### config.mk
export PLATFORM = sky130hd
export DESIGN_NAME = hostname_label_validator
export DESIGN_NICKNAME = d
export VERILOG_FILES = /design/src/hlv_pkg.sv /design/src/hlv_front.sv /design/src/hlv_fifo.sv /design/src/hlv_back.sv /design/src/hostname_label_validator.sv
export VERILOG_INCLUDE_DIRS = /design/src /design/src/src
export SDC_FILE = /design/constraint.sdc
export NUM_CORES = 1
export LEC_CHECK = 0
export BUFFER_PORTS_ARGS = -buffer_cell sky130_fd_sc_hd__buf_4
export CELL_PAD_IN_SITES_DETAIL_PLACEMENT = 1
export CELL_PAD_IN_SITES_GLOBAL_PLACEMENT = 1
export CORE_MARGIN = 10
export CORE_UTILIZATION = 47
export DETAILED_ROUTE_END_ITERATION = 8
export PLACE_DENSITY = 0.8
export SETUP_SLACK_MARGIN = 0.02
export SYNTH_ARGS = -nofsm -noshare
export SYNTH_HDL_FRONTEND = slang
export SYNTH_SLANG_ARGS = --single-unit
### constraint.sdc
create_clock -name clk_i -period 5.2 [get_ports clk_i]
set_clock_uncertainty 0.1 [all_clocks]
set_input_delay 0.52 -clock clk_i [delete_from_list [all_inputs] [get_ports clk_i]]
set_output_delay 0.52 -clock clk_i [all_outputs]
set_load 0.01 [all_outputs]
### src/hostname_label_validator_defines.svh
// Assertion macros shared by the host name validator RTL.
// Needs clk_i and rst_ni in the scope where the macros are used.
`ifndef HOSTNAME_LABEL_VALIDATOR_DEFINES_SVH
`define HOSTNAME_LABEL_VALIDATOR_DEFINES_SVH

// Check a property on every rising edge outside reset.
`define HLV_ASSERT(lbl, prop, msg) \
  lbl: assert property (@(posedge clk_i) disable iff (!rst_ni) (prop)) else $error(msg);

// Check a property on every rising edge, reset included.
`define HLV_ASSERT_ALWAYS(lbl, prop, msg) \
  lbl: assert property (@(posedge clk_i) (prop)) else $error(msg);

`endif

### src/hlv_pkg.sv
// Package for the host name validator: widths, codes, payload and item types.
// No dependencies; used by every module of the block.
`timescale 1ns / 1ps
`default_nettype none

package hlv_pkg;

  localparam int CHAR_W      = 8;
  localparam int REASON_W    = 4;
  localparam int LABEL_CNT_W = 7;
  localparam int NAME_CNT_W  = 9;
  localparam int MAX_LABEL_W = 6;
  localparam int MAX_NAME_W  = 8;
  localparam int CFG_DATA_W  = 8;
  localparam int CFG_IDX_W   = 1;

  localparam int HLV_FIFO_DEPTH = 2;

  localparam logic [LABEL_CNT_W-1:0] LABEL_SAT = 7'd127;
  localparam logic [NAME_CNT_W-1:0]  NAME_SAT  = 9'd511;

  localparam logic [MAX_LABEL_W-1:0] MAX_LABEL_RST = 6'd63;
  localparam logic [MAX_NAME_W-1:0]  MAX_NAME_RST  = 8'd253;

  localparam logic [CHAR_W-1:0] DOT_CODE    = 8'h2E;
  localparam logic [CHAR_W-1:0] HYPHEN_CODE = 8'h2D;

  localparam logic [CFG_IDX_W-1:0] CFG_MAX_LABEL = 1'd0;
  localparam logic [CFG_IDX_W-1:0] CFG_MAX_NAME  = 1'd1;

  typedef enum logic [REASON_W-1:0] {
    RSN_OK          = 4'd0,
    RSN_EMPTY       = 4'd1,
    RSN_DOTS        = 4'd2,
    RSN_LONG        = 4'd3,
    RSN_NUMERIC     = 4'd4,
    RSN_EMPTY_LABEL = 4'd5,
    RSN_LONG_LABEL  = 4'd6,
    RSN_HYPHEN      = 4'd7,
    RSN_BAD_CHAR    = 4'd8
  } reason_e;

  typedef struct packed {
    logic [CHAR_W-1:0] char_code;
    logic              last_char;
    logic              no_char;
  } hlv_in_t;

  typedef struct packed {
    logic                host_valid;
    logic [REASON_W-1:0] reject_reason;
  } hlv_out_t;

  // Classified item handed from the front to the back
  typedef struct packed {
    logic has_byte;
    logic last;
    logic is_dot;
    logic is_hyphen;
    logic letter_or_hyphen;
    logic is_bad;
  } hlv_item_t;

  typedef struct packed {
    logic [MAX_LABEL_W-1:0] max_label_length;
    logic [MAX_NAME_W-1:0]  max_name_length;
  } hlv_cfg_t;

endpackage

`default_nettype wire

### src/hlv_front.sv
// Front end: takes input transfers and classifies each byte.
// Depends on hlv_pkg; feeds hlv_fifo.
`timescale 1ns / 1ps
`default_nettype none

module hlv_front (
  input  wire logic              in_valid_i,
  input  wire hlv_pkg::hlv_in_t  in_data_i,
  output logic                   in_stall_o,
  input  wire logic              fifo_full_i,
  output logic                   push_o,
  output hlv_pkg::hlv_item_t     item_o
);
  import hlv_pkg::*;

  logic [CHAR_W-1:0] c;
  logic is_letter;
  logic is_digit;

  assign c         = in_data_i.char_code;
  assign is_letter = (c >= 8'h41 && c <= 8'h5A) || (c >= 8'h61 && c <= 8'h7A);
  assign is_digit  = (c >= 8'h30 && c <= 8'h39);

  always_comb begin
    item_o.has_byte         = !in_data_i.no_char;
    item_o.last             = in_data_i.last_char;
    item_o.is_dot           = (c == DOT_CODE);
    item_o.is_hyphen        = (c == HYPHEN_CODE);
    item_o.letter_or_hyphen = is_letter || (c == HYPHEN_CODE);
    item_o.is_bad           = !(is_letter || is_digit || (c == HYPHEN_CODE));
  end

  assign in_stall_o = fifo_full_i;
  assign push_o     = in_valid_i && !fifo_full_i;

endmodule

`default_nettype wire

### src/hlv_fifo.sv
// Short queue of classified items between front and back.
// Depends on hlv_pkg and the assertion macros header.
`timescale 1ns / 1ps
`default_nettype none
`include "hostname_label_validator_defines.svh"

module hlv_fifo #(
  parameter int Depth = hlv_pkg::HLV_FIFO_DEPTH
) (
  input  wire logic                clk_i,
  input  wire logic                rst_ni,
  input  wire logic                push_i,
  input  wire hlv_pkg::hlv_item_t  data_i,
  input  wire logic                pop_i,
  output hlv_pkg::hlv_item_t       data_o,
  output logic                     full_o,
  output logic                     empty_o
);
  import hlv_pkg::*;

  localparam int PtrW = (Depth > 1) ? $clog2(Depth) : 1;
  localparam int CntW = $clog2(Depth + 1);
  localparam logic [PtrW-1:0] LastPtr = PtrW'(Depth - 1);
  localparam logic [CntW-1:0] FullCnt = CntW'(Depth);

  hlv_item_t       mem_q [Depth];
  logic [PtrW-1:0] wr_ptr_q, wr_ptr_d;
  logic [PtrW-1:0] rd_ptr_q, rd_ptr_d;
  logic [CntW-1:0] count_q, count_d;

  assign full_o  = (count_q == FullCnt);
  assign empty_o = (count_q == '0);
  assign data_o  = mem_q[rd_ptr_q];

  always_comb begin
    wr_ptr_d = wr_ptr_q;
    rd_ptr_d = rd_ptr_q;
    count_d  = count_q;
    if (push_i) begin
      wr_ptr_d = (wr_ptr_q == LastPtr) ? '0 : wr_ptr_q + PtrW'(1);
    end
    if (pop_i) begin
      rd_ptr_d = (rd_ptr_q == LastPtr) ? '0 : rd_ptr_q + PtrW'(1);
    end
    if (push_i && !pop_i) begin
      count_d = count_q + CntW'(1);
    end else if (pop_i && !push_i) begin
      count_d = count_q - CntW'(1);
    end
  end

  always_ff @(posedge clk_i or negedge rst_ni) begin
    if (!rst_ni) begin
      wr_ptr_q <= '0;
      rd_ptr_q <= '0;
      count_q  <= '0;
    end else begin
      wr_ptr_q <= wr_ptr_d;
      rd_ptr_q <= rd_ptr_d;
      count_q  <= count_d;
    end
  end

  always_ff @(posedge clk_i) begin
    if (push_i) begin
      mem_q[wr_ptr_q] <= data_i;
    end
  end

  `HLV_ASSERT(a_no_push_full, full_o |-> !push_i, "push into full queue")
  `HLV_ASSERT(a_no_pop_empty, empty_o |-> !pop_i, "pop from empty queue")
  `HLV_ASSERT(a_count_range, count_q <= FullCnt, "queue count beyond depth")

endmodule

`default_nettype wire

### src/hlv_back.sv
// Back end: per-name counters and flags, verdict logic and output register.
// Depends on hlv_pkg and the assertion macros header; fed by hlv_fifo.
`timescale 1ns / 1ps
`default_nettype none
`include "hostname_label_validator_defines.svh"

module hlv_back (
  input  wire logic                clk_i,
  input  wire logic                rst_ni,
  input  wire hlv_pkg::hlv_cfg_t   cfg_i,
  input  wire hlv_pkg::hlv_item_t  item_i,
  input  wire logic                empty_i,
  output logic                     pop_o,
  output logic                     out_valid_o,
  output hlv_pkg::hlv_out_t        out_data_o,
  input  wire logic                out_stall_i
);
  import hlv_pkg::*;

  logic [LABEL_CNT_W-1:0] lc_q, lc_d;
  logic [NAME_CNT_W-1:0]  nc_q, nc_d;
  logic                   seen_q, seen_d;
  logic                   pdot_q, pdot_d;
  logic                   phy_q, phy_d;
  logic                   lead_q, lead_d;
  logic                   dpair_q, dpair_d;
  reason_e                fault_q, fault_d;

  logic                   out_valid_q;
  hlv_out_t               out_q;

  reason_e                dot_code;
  reason_e                end_code;
  reason_e                verdict;
  logic [NAME_CNT_W-1:0]  stripped;

  // Check the label that just ended: empty, too long, hyphen at an edge
  function automatic reason_e label_check(input logic [LABEL_CNT_W-1:0] lc,
                                          input logic [MAX_LABEL_W-1:0] max_len,
                                          input logic lead, input logic trail);
    reason_e r;
    if (lc == '0) begin
      r = RSN_EMPTY_LABEL;
    end else if (lc > {1'b0, max_len}) begin
      r = RSN_LONG_LABEL;
    end else if (lead || trail) begin
      r = RSN_HYPHEN;
    end else begin
      r = RSN_OK;
    end
    return r;
  endfunction

  // A final byte needs the output register free or draining
  assign pop_o = !empty_i && (!item_i.last || !out_valid_q || !out_stall_i);

  always_comb begin
    lc_d     = lc_q;
    nc_d     = nc_q;
    seen_d   = seen_q;
    pdot_d   = pdot_q;
    phy_d    = phy_q;
    lead_d   = lead_q;
    dpair_d  = dpair_q;
    fault_d  = fault_q;
    dot_code = label_check(lc_q, cfg_i.max_label_length, lead_q, phy_q);
    if (item_i.has_byte) begin
      if (nc_q != NAME_SAT) begin
        nc_d = nc_q + NAME_CNT_W'(1);
      end
      if (item_i.is_dot) begin
        if (fault_q == RSN_OK) begin
          fault_d = dot_code;
        end
        lc_d    = '0;
        lead_d  = 1'b0;
        dpair_d = pdot_q;
        pdot_d  = 1'b1;
        phy_d   = 1'b0;
      end else begin
        if (item_i.letter_or_hyphen) begin
          seen_d = 1'b1;
        end
        if (item_i.is_bad && fault_q == RSN_OK) begin
          fault_d = RSN_BAD_CHAR;
        end
        if (lc_q == '0) begin
          lead_d = item_i.is_hyphen;
        end
        if (lc_q != LABEL_SAT) begin
          lc_d = lc_q + LABEL_CNT_W'(1);
        end
        dpair_d = 1'b0;
        pdot_d  = 1'b0;
        phy_d   = item_i.is_hyphen;
      end
    end
  end

  // Verdict on the state as it stands after this byte
  always_comb begin
    stripped = nc_d - {{(NAME_CNT_W-1){1'b0}}, pdot_d};
    end_code = label_check(lc_d, cfg_i.max_label_length, lead_d, phy_d);
    if (stripped == '0) begin
      verdict = RSN_EMPTY;
    end else if (dpair_d) begin
      verdict = RSN_DOTS;
    end else if (stripped > {1'b0, cfg_i.max_name_length}) begin
      verdict = RSN_LONG;
    end else if (!seen_d) begin
      verdict = RSN_NUMERIC;
    end else if (!pdot_d && fault_d == RSN_OK) begin
      verdict = end_code;
    end else begin
      verdict = fault_d;
    end
  end

  always_ff @(posedge clk_i or negedge rst_ni) begin
    if (!rst_ni) begin
      lc_q    <= '0;
      nc_q    <= '0;
      seen_q  <= 1'b0;
      pdot_q  <= 1'b0;
      phy_q   <= 1'b0;
      lead_q  <= 1'b0;
      dpair_q <= 1'b0;
      fault_q <= RSN_OK;
    end else if (pop_o) begin
      if (item_i.last) begin
        // clear for the next name
        lc_q    <= '0;
        nc_q    <= '0;
        seen_q  <= 1'b0;
        pdot_q  <= 1'b0;
        phy_q   <= 1'b0;
        lead_q  <= 1'b0;
        dpair_q <= 1'b0;
        fault_q <= RSN_OK;
      end else begin
        lc_q    <= lc_d;
        nc_q    <= nc_d;
        seen_q  <= seen_d;
        pdot_q  <= pdot_d;
        phy_q   <= phy_d;
        lead_q  <= lead_d;
        dpair_q <= dpair_d;
        fault_q <= fault_d;
      end
    end
  end

  always_ff @(posedge clk_i or negedge rst_ni) begin
    if (!rst_ni) begin
      out_valid_q <= 1'b0;
    end else if (pop_o && item_i.last) begin
      out_valid_q <= 1'b1;
    end else if (!out_stall_i) begin
      out_valid_q <= 1'b0;
    end
  end

  always_ff @(posedge clk_i) begin
    if (pop_o && item_i.last) begin
      out_q.host_valid    <= (verdict == RSN_OK);
      out_q.reject_reason <= verdict;
    end
  end

  assign out_valid_o = out_valid_q;
  assign out_data_o  = out_q;

  `HLV_ASSERT(a_last_gives_result, pop_o && item_i.last |=> out_valid_q,
              "final byte did not load a verdict")
  `HLV_ASSERT(a_clear_after_name, pop_o && item_i.last |=> nc_q == '0 && fault_q == RSN_OK,
              "name state not cleared after verdict")
  `HLV_ASSERT(a_valid_matches_reason,
              out_valid_q |-> out_q.host_valid == (out_q.reject_reason == RSN_OK),
              "host_valid disagrees with reject_reason")

endmodule

`default_nettype wire

### src/hostname_label_validator.sv
// Channel   Direction  Payload         Handshake
// in        input      hlv_in_t        in_valid_i / in_stall_o
// out       output     hlv_out_t       out_valid_o / out_stall_i
// cfg       input      8-bit write     cfg_we_i, cfg_idx_i, cfg_data_i
//
// One byte per cycle sustained unless a stalled output holds a final byte at the
// queue head; with an empty queue the final byte is written into the queue and
// then its verdict into the output register; the back end's update sets the rate.
// Reset is asynchronous, clears counters and queue and sets limits to 63 and 253.
// A stalled output only blocks the queue when a final byte reaches its head;
// the queue absorbs up to FifoDepth - 1 further bytes before in_stall_o rises.
// Top level of the host name validator: limit registers and the three parts.
// Depends on hlv_pkg, hlv_front, hlv_fifo and hlv_back.
`timescale 1ns / 1ps
`default_nettype none

module hostname_label_validator #(
  parameter int FifoDepth = hlv_pkg::HLV_FIFO_DEPTH
) (
  input  wire logic                                 clk_i,
  input  wire logic                                 rst_ni,
  input  wire logic                                 in_valid_i,
  input  wire hlv_pkg::hlv_in_t                     in_data_i,
  output logic                                      in_stall_o,
  output logic                                      out_valid_o,
  output hlv_pkg::hlv_out_t                         out_data_o,
  input  wire logic                                 out_stall_i,
  input  wire logic                                 cfg_we_i,
  input  wire logic [hlv_pkg::CFG_IDX_W-1:0]        cfg_idx_i,
  input  wire logic [hlv_pkg::CFG_DATA_W-1:0]       cfg_data_i
);
  import hlv_pkg::*;

  hlv_cfg_t  cfg_q;
  hlv_item_t front_item;
  hlv_item_t head_item;
  logic      push;
  logic      pop;
  logic      fifo_full;
  logic      fifo_empty;

  always_ff @(posedge clk_i or negedge rst_ni) begin
    if (!rst_ni) begin
      cfg_q.max_label_length <= MAX_LABEL_RST;
      cfg_q.max_name_length  <= MAX_NAME_RST;
    end else if (cfg_we_i) begin
      case (cfg_idx_i)
        CFG_MAX_LABEL: cfg_q.max_label_length <= cfg_data_i[MAX_LABEL_W-1:0];
        CFG_MAX_NAME:  cfg_q.max_name_length  <= cfg_data_i[MAX_NAME_W-1:0];
        default: begin
        end
      endcase
    end
  end

  hlv_front u_front (
    .in_valid_i  (in_valid_i),
    .in_data_i   (in_data_i),
    .in_stall_o  (in_stall_o),
    .fifo_full_i (fifo_full),
    .push_o      (push),
    .item_o      (front_item)
  );

  hlv_fifo #(
    .Depth (FifoDepth)
  ) u_fifo (
    .clk_i   (clk_i),
    .rst_ni  (rst_ni),
    .push_i  (push),
    .data_i  (front_item),
    .pop_i   (pop),
    .data_o  (head_item),
    .full_o  (fifo_full),
    .empty_o (fifo_empty)
  );

  hlv_back u_back (
    .clk_i       (clk_i),
    .rst_ni      (rst_ni),
    .cfg_i       (cfg_q),
    .item_i      (head_item),
    .empty_i     (fifo_empty),
    .pop_o       (pop),
    .out_valid_o (out_valid_o),
    .out_data_o  (out_data_o),
    .out_stall_i (out_stall_i)
  );

endmodule

`default_nettype wire
==> impl_results.rst <==
.. list-table::
   :header-rows: 1

   * - Metric
     - Value
   * - ANT nets after route
     - 0
   * - # port buffers
     - 30
   * - Sw Share
     - 43.9%
   * - Reg power frac
     - a little under a third
   * - Number of hold buffers added after CTS
     - 0
   * - Fmax
     - roughly 240 MHz
   * - Top delay family on crit path
     - simple AND/OR/NAND/NOR gates
   * - Detailed Route WL
     - 10.8 mm
   * - H-Tree Level Count
     - 3
   * - Number of iterations in the first detailed-routing pass
     - 4
   * - Vertical die dimension
     - between 100 and 150 um
   * - Unrepaired setup endpoints after global routing
     - no
   * - Count of final max-slew check failures
     - 0
   * - Synth Area per Inst
     - slightly below 10 sq um
   * - Finish-stage setup viols
     - 0
   * - Clock transition at the registers of the reported paths
     - around 0.08 ns
   * - Via count of the first global-routing pass
     - 3604
   * - Total Nets Final
     - 500
   * - Fraction of layout instances using a drive strength above 1
     - ~21%
   * - Per-cell via count in the routed design
     - a little under 6
   * - Detailed placement HPWL
     - between 7 and 8 mm
   * - Average routed wire per standard cell
     - slightly below 20 um
   * - Overall fraction of global-route tracks in use
     - 17.5%
   * - Static Leakage
     - 1.97 nW
   * - Comb power frac
     - between 50% and 60%
   * - Chain of cells forming the critical path
     - nand3b_1 > nand2_1 > a21oi_1 > inv_1 > ha_1 > o211ai_2 > and4bb_2 > xnor2_1 > inv_1 > ha_1 > nand4_1 > nor2_1 > o311ai_0 > nand2_1 > o21ai_0 > a21oi_1 > or3_1
   * - Clock latency on the worst-skew pair
     - about 0.34 ns
   * - Switching power summed over all nets
     - approximately 0.0011 W
   * - Die area
     - 12700 sq um
   * - Number of non-filler instances in the completed layout
     - 560
   * - Post_cts resized
     - 0
   * - Largest net degree at the start of global routing
     - 45
   * - Clock group share of total power
     - between 10% and 20%
   * - Type of element launching the critical path
     - flop
   * - CTS tree
     - done
   * - Area of the core region
     - between 8000 and 9000 sq um
   * - Initial DRC count
     - approximately 120
   * - Worst hold path type
     - input port to asynchronous set/reset pin
   * - Terminus of the critical flop-to-flop path
     - u_back.out_data_o[0]$_DFFE_PP_
   * - Main flop type after synthesis
     - dfrtp_1
   * - Final critical delay including setup and external delays
     - roughly 4.2 ns
   * - Number of max-cap violations
     - 0
   * - CP Data Arrival Time
     - approximately 4.2 ns
   * - Most frequent standard cell in the layout excluding fill and tap cells
     - nand2_1
   * - Buffers and inverters on the worst path
     - 2
   * - Antenna diodes
     - 0
   * - Total number of yosys warnings
     - 0
   * - Cells after Synth
     - approximately 420
   * - Clock net sink count
     - just over 60
   * - Hold Vio Cnt, Final
     - 0
   * - Number of clock buffers inserted by TritonCTS
     - 9
   * - Post-synth ARST share
     - between 70% and 80%
   * - Flip-flop and latch count after synthesis
     - between 60 and 70
   * - Result of the run
     - completed
   * - Post-route clock period utilization
     - about 80%
   * - Reg2reg path depth
     - 17
   * - Net Count, Synth
     - 466
   * - Kind of critical path
     - flop to flop
   * - Leading cell types in the layout, fill and taps excluded
     - nand2_1 (40), buf_4 (35), nor2_1 (34)
   * - Worst reg-to-reg setup slack
     - ~0.95 ns
   * - Count of placed standard cells including taps
     - ~540
   * - Sequential element share of the synthesized area
     - between 40% and 50%
   * - Starting density of the core
     - approximately 49%
   * - Max Fanout on Critical Path
     - 13
   * - Gp weighted congestion
     - 0.843
   * - Area Growth Syn to Fin
     - 12.4%
   * - Root buffer cell
     - clkbuf_8
   * - Setup TNS after final layout
     - 0 ns
   * - Number of buffers inserted by post-CTS setup repair
     - 0
   * - Internal power contribution
     - 0.00135 W
   * - Worst reg2reg path startpoint
     - u_fifo.rd_ptr_q$_DFFE_PN0P_
   * - Site Rows
     - 33
   * - Biggest cell delay along the critical path
     - 0.65 ns
   * - Width of the die
     - approximately 110 um
   * - Via Count
     - roughly 3300
   * - Residual DRC count
     - 0
   * - Power density over the cells
     - around 530 nW/um^2
   * - CP required
     - between 5 and 6 ns
   * - Maximum resistive drop on vdd
     - roughly 0.21 mV
   * - Fill cell instance count of the final layout
     - around 960
   * - Synth Cell Area
     - ~4000 sq um
   * - Transition time at the pin with the least slew margin
     - between 0.6 and 0.7 ns
   * - Number of distinct library cell variants in the gate-level netlist after synthesis
     - 70
   * - Wire length of the first global-routing pass
     - approximately 19 mm
   * - Number of enable-type register cells in the synthesized netlist
     - 17
   * - Endpoint kind of the worst setup timing path
     - flop
   * - Maximum root-to-sink buffer count
     - 2
   * - Initial antenna violation count
     - 0
   * - I/O pin cnt
     - 31
   * - Cell with the biggest individual delay on the critical path
     - dfrtp_1
   * - Remaining global-route overflow
     - 0
   * - Slew Limit Headroom
     - 54.2%
[power groups by stage]
| stage | Clock, W | Sequential [W] | Combinational [W] |
|---|---|---|---|
| 5_1_grt | 0.000409 | 0.000777 | 0.00141 |
| 2_1_floorplan | 0 | 0.000738 | 0.000886 |
| 3_5_place_dp | 0 | 0.000765 | 0.00125 |
| 4_1_cts | 0.000389 | 0.000757 | 0.00127 |
| 3_3_place_gp | 0 | 0.000756 | 0.00119 |
| 6_report | 0.000382 | 0.000758 | 0.00126 |
[cells in the mapped netlist (2+ instances only)]
cell | number | area (sq um)
nand4b_1 | 3 | 26.3
o21a_1 | 4 | 30.0
nor3b_1 | 3 | 22.5
a21o_1 | 4 | 30.0
and4_1 | 2 | 17.5
nor2_1 | 34 | 128
and2_1 | 2 | 12.5
nor2b_1 | 4 | 25.0
dfrtp_1 | 31 | 776
o211ai_2 | 3 | 37.5
o22ai_1 | 3 | 18.8
nand3b_1 | 6 | 45.0
xnor2_1 | 13 | 114
dfstp_2 | 13 | 342
edfxtp_1 | 17 | 510
a22o_1 | 7 | 61.3
clkbuf_1 | 4 | 15.0
o21ai_0 | 22 | 110
ha_1 | 26 | 325
a211oi_1 | 7 | 52.6
buf_2 | 6 | 30.0
xor2_1 | 5 | 43.8
or4_1 | 2 | 15.0
or3_1 | 2 | 12.5
a21oi_1 | 26 | 130
inv_1 | 27 | 101
nor3_1 | 5 | 25.0
mux2_2 | 12 | 135
mux2i_1 | 4 | 40.0
and3_1 | 7 | 43.8
nand3_1 | 13 | 65.1
a22oi_1 | 2 | 15.0
nand2b_1 | 2 | 12.5
a211oi_2 | 2 | 25.0
nand4_1 | 8 | 50.1
a31oi_1 | 8 | 50.1
nand2_1 | 40 | 150
o31ai_1 | 5 | 37.5
[area by class of cell]
class / instances / area, sq um / area share [%]
multi-input cells: 315 / 2240 / 49.3
repair buffers: 35 / 263 / 5.80
well taps: 105 / 131 / 2.90
clock buffers: 11 / 141 / 3.12
clock inverters: 5 / 27.5 / 0.607
flip-flops and latches: 61 / 1630 / 35.9
inverters: 28 / 105 / 2.32
[cell families after synthesis]
kind of cell             share of synthesized area, %
AND/OR/NAND/NOR                                  19.5
AO/OA/AOI/OAI                                    18.1
multiplexers                                     5.06
flip-flops                                       40.4
buffers and inverters                            4.19
adder cells (fa/ha/maj)                          8.07
XOR/XNOR                                         4.72
[metal layers]
layer | GRT usage (%) | share of wire [%] | up-vias
met1 | 22.2 | 45 | 1641
li1 | - | - | 1600
met5 | 0 | 0 | -
met3 | 3.83 | 4.5 | 12
met4 | 5.41 | 1.8 | 0
met2 | 28.8 | 48 | 56
[worst max-delay path by stage]
stage	from	end	slack, ns	depth (start not counted)
floorplan	u_fifo.rd_ptr_q$_DFFE_PN0P_	u_back.out_data_o[0]$_DFFE_PP_	1.56	17
global placement	u_fifo.rd_ptr_q$_DFFE_PN0P_	u_back.out_data_o[0]$_DFFE_PP_	1.21	15
detailed placement	u_fifo.rd_ptr_q$_DFFE_PN0P_	u_back.out_data_o[0]$_DFFE_PP_	0.99	17
CTS	u_fifo.rd_ptr_q$_DFFE_PN0P_	u_back.out_data_o[0]$_DFFE_PP_	0.95	17
global route	u_fifo.rd_ptr_q$_DFFE_PN0P_	u_back.out_data_o[4]$_DFFE_PP_	0.52	17
finish	u_fifo.rd_ptr_q$_DFFE_PN0P_	u_back.out_data_o[0]$_DFFE_PP_	0.95	17
[registers in the layout (all words and copies together), names as in the netlist]
| signal | cells |
|---|---|
| cfg_q | 14 |
| u_back.dpair_q | 1 |
| u_back.fault_q | 4 |
| u_back.lc_q | 7 |
| u_back.lead_q | 1 |
| u_back.nc_q | 9 |
| u_back.out_data_o | 5 |
| u_back.out_valid_o | 1 |
| u_back.pdot_q | 1 |
| u_back.phy_q | 1 |
| u_back.seen_q | 1 |
| u_fifo.count_q | 2 |
| u_fifo.mem_q | 12 |
| u_fifo.rd_ptr_q | 1 |
| u_fifo.wr_ptr_q | 1 |
[worst register-to-register path: stages (launching register included)]
cell	delay, ns
dfrtp_1	0.65
nand3b_1	0.23
nand2_1	0.22
a21oi_1	0.29
inv_1	0.08
ha_1	0.22
o211ai_2	0.12
and4bb_2	0.29
xnor2_1	0.24
inv_1	0.08
ha_1	0.30
nand4_1	0.13
nor2_1	0.06
o311ai_0	0.28
nand2_1	0.08
o21ai_0	0.21
a21oi_1	0.12
or3_1	0.33
[per-stage QoR]
stage	util, %	total power, W	hold WS (ns)	instance area, sq um	setup WS [ns]
finish	54.6	0.00240	0.102	4530	0.953
global route	54.6	0.00260	0.134	4530	0.523
CTS	54.6	0.00242	0.108	4530	0.953
detailed placement	52.6	0.00202	0.385	4360	0.989
global placement	52.6	0.00195	0.378	4360	1.21
floorplan	-	0.00162	0.124	4030	1.56
Note: power is estimated with default switching activity, not from simulation.
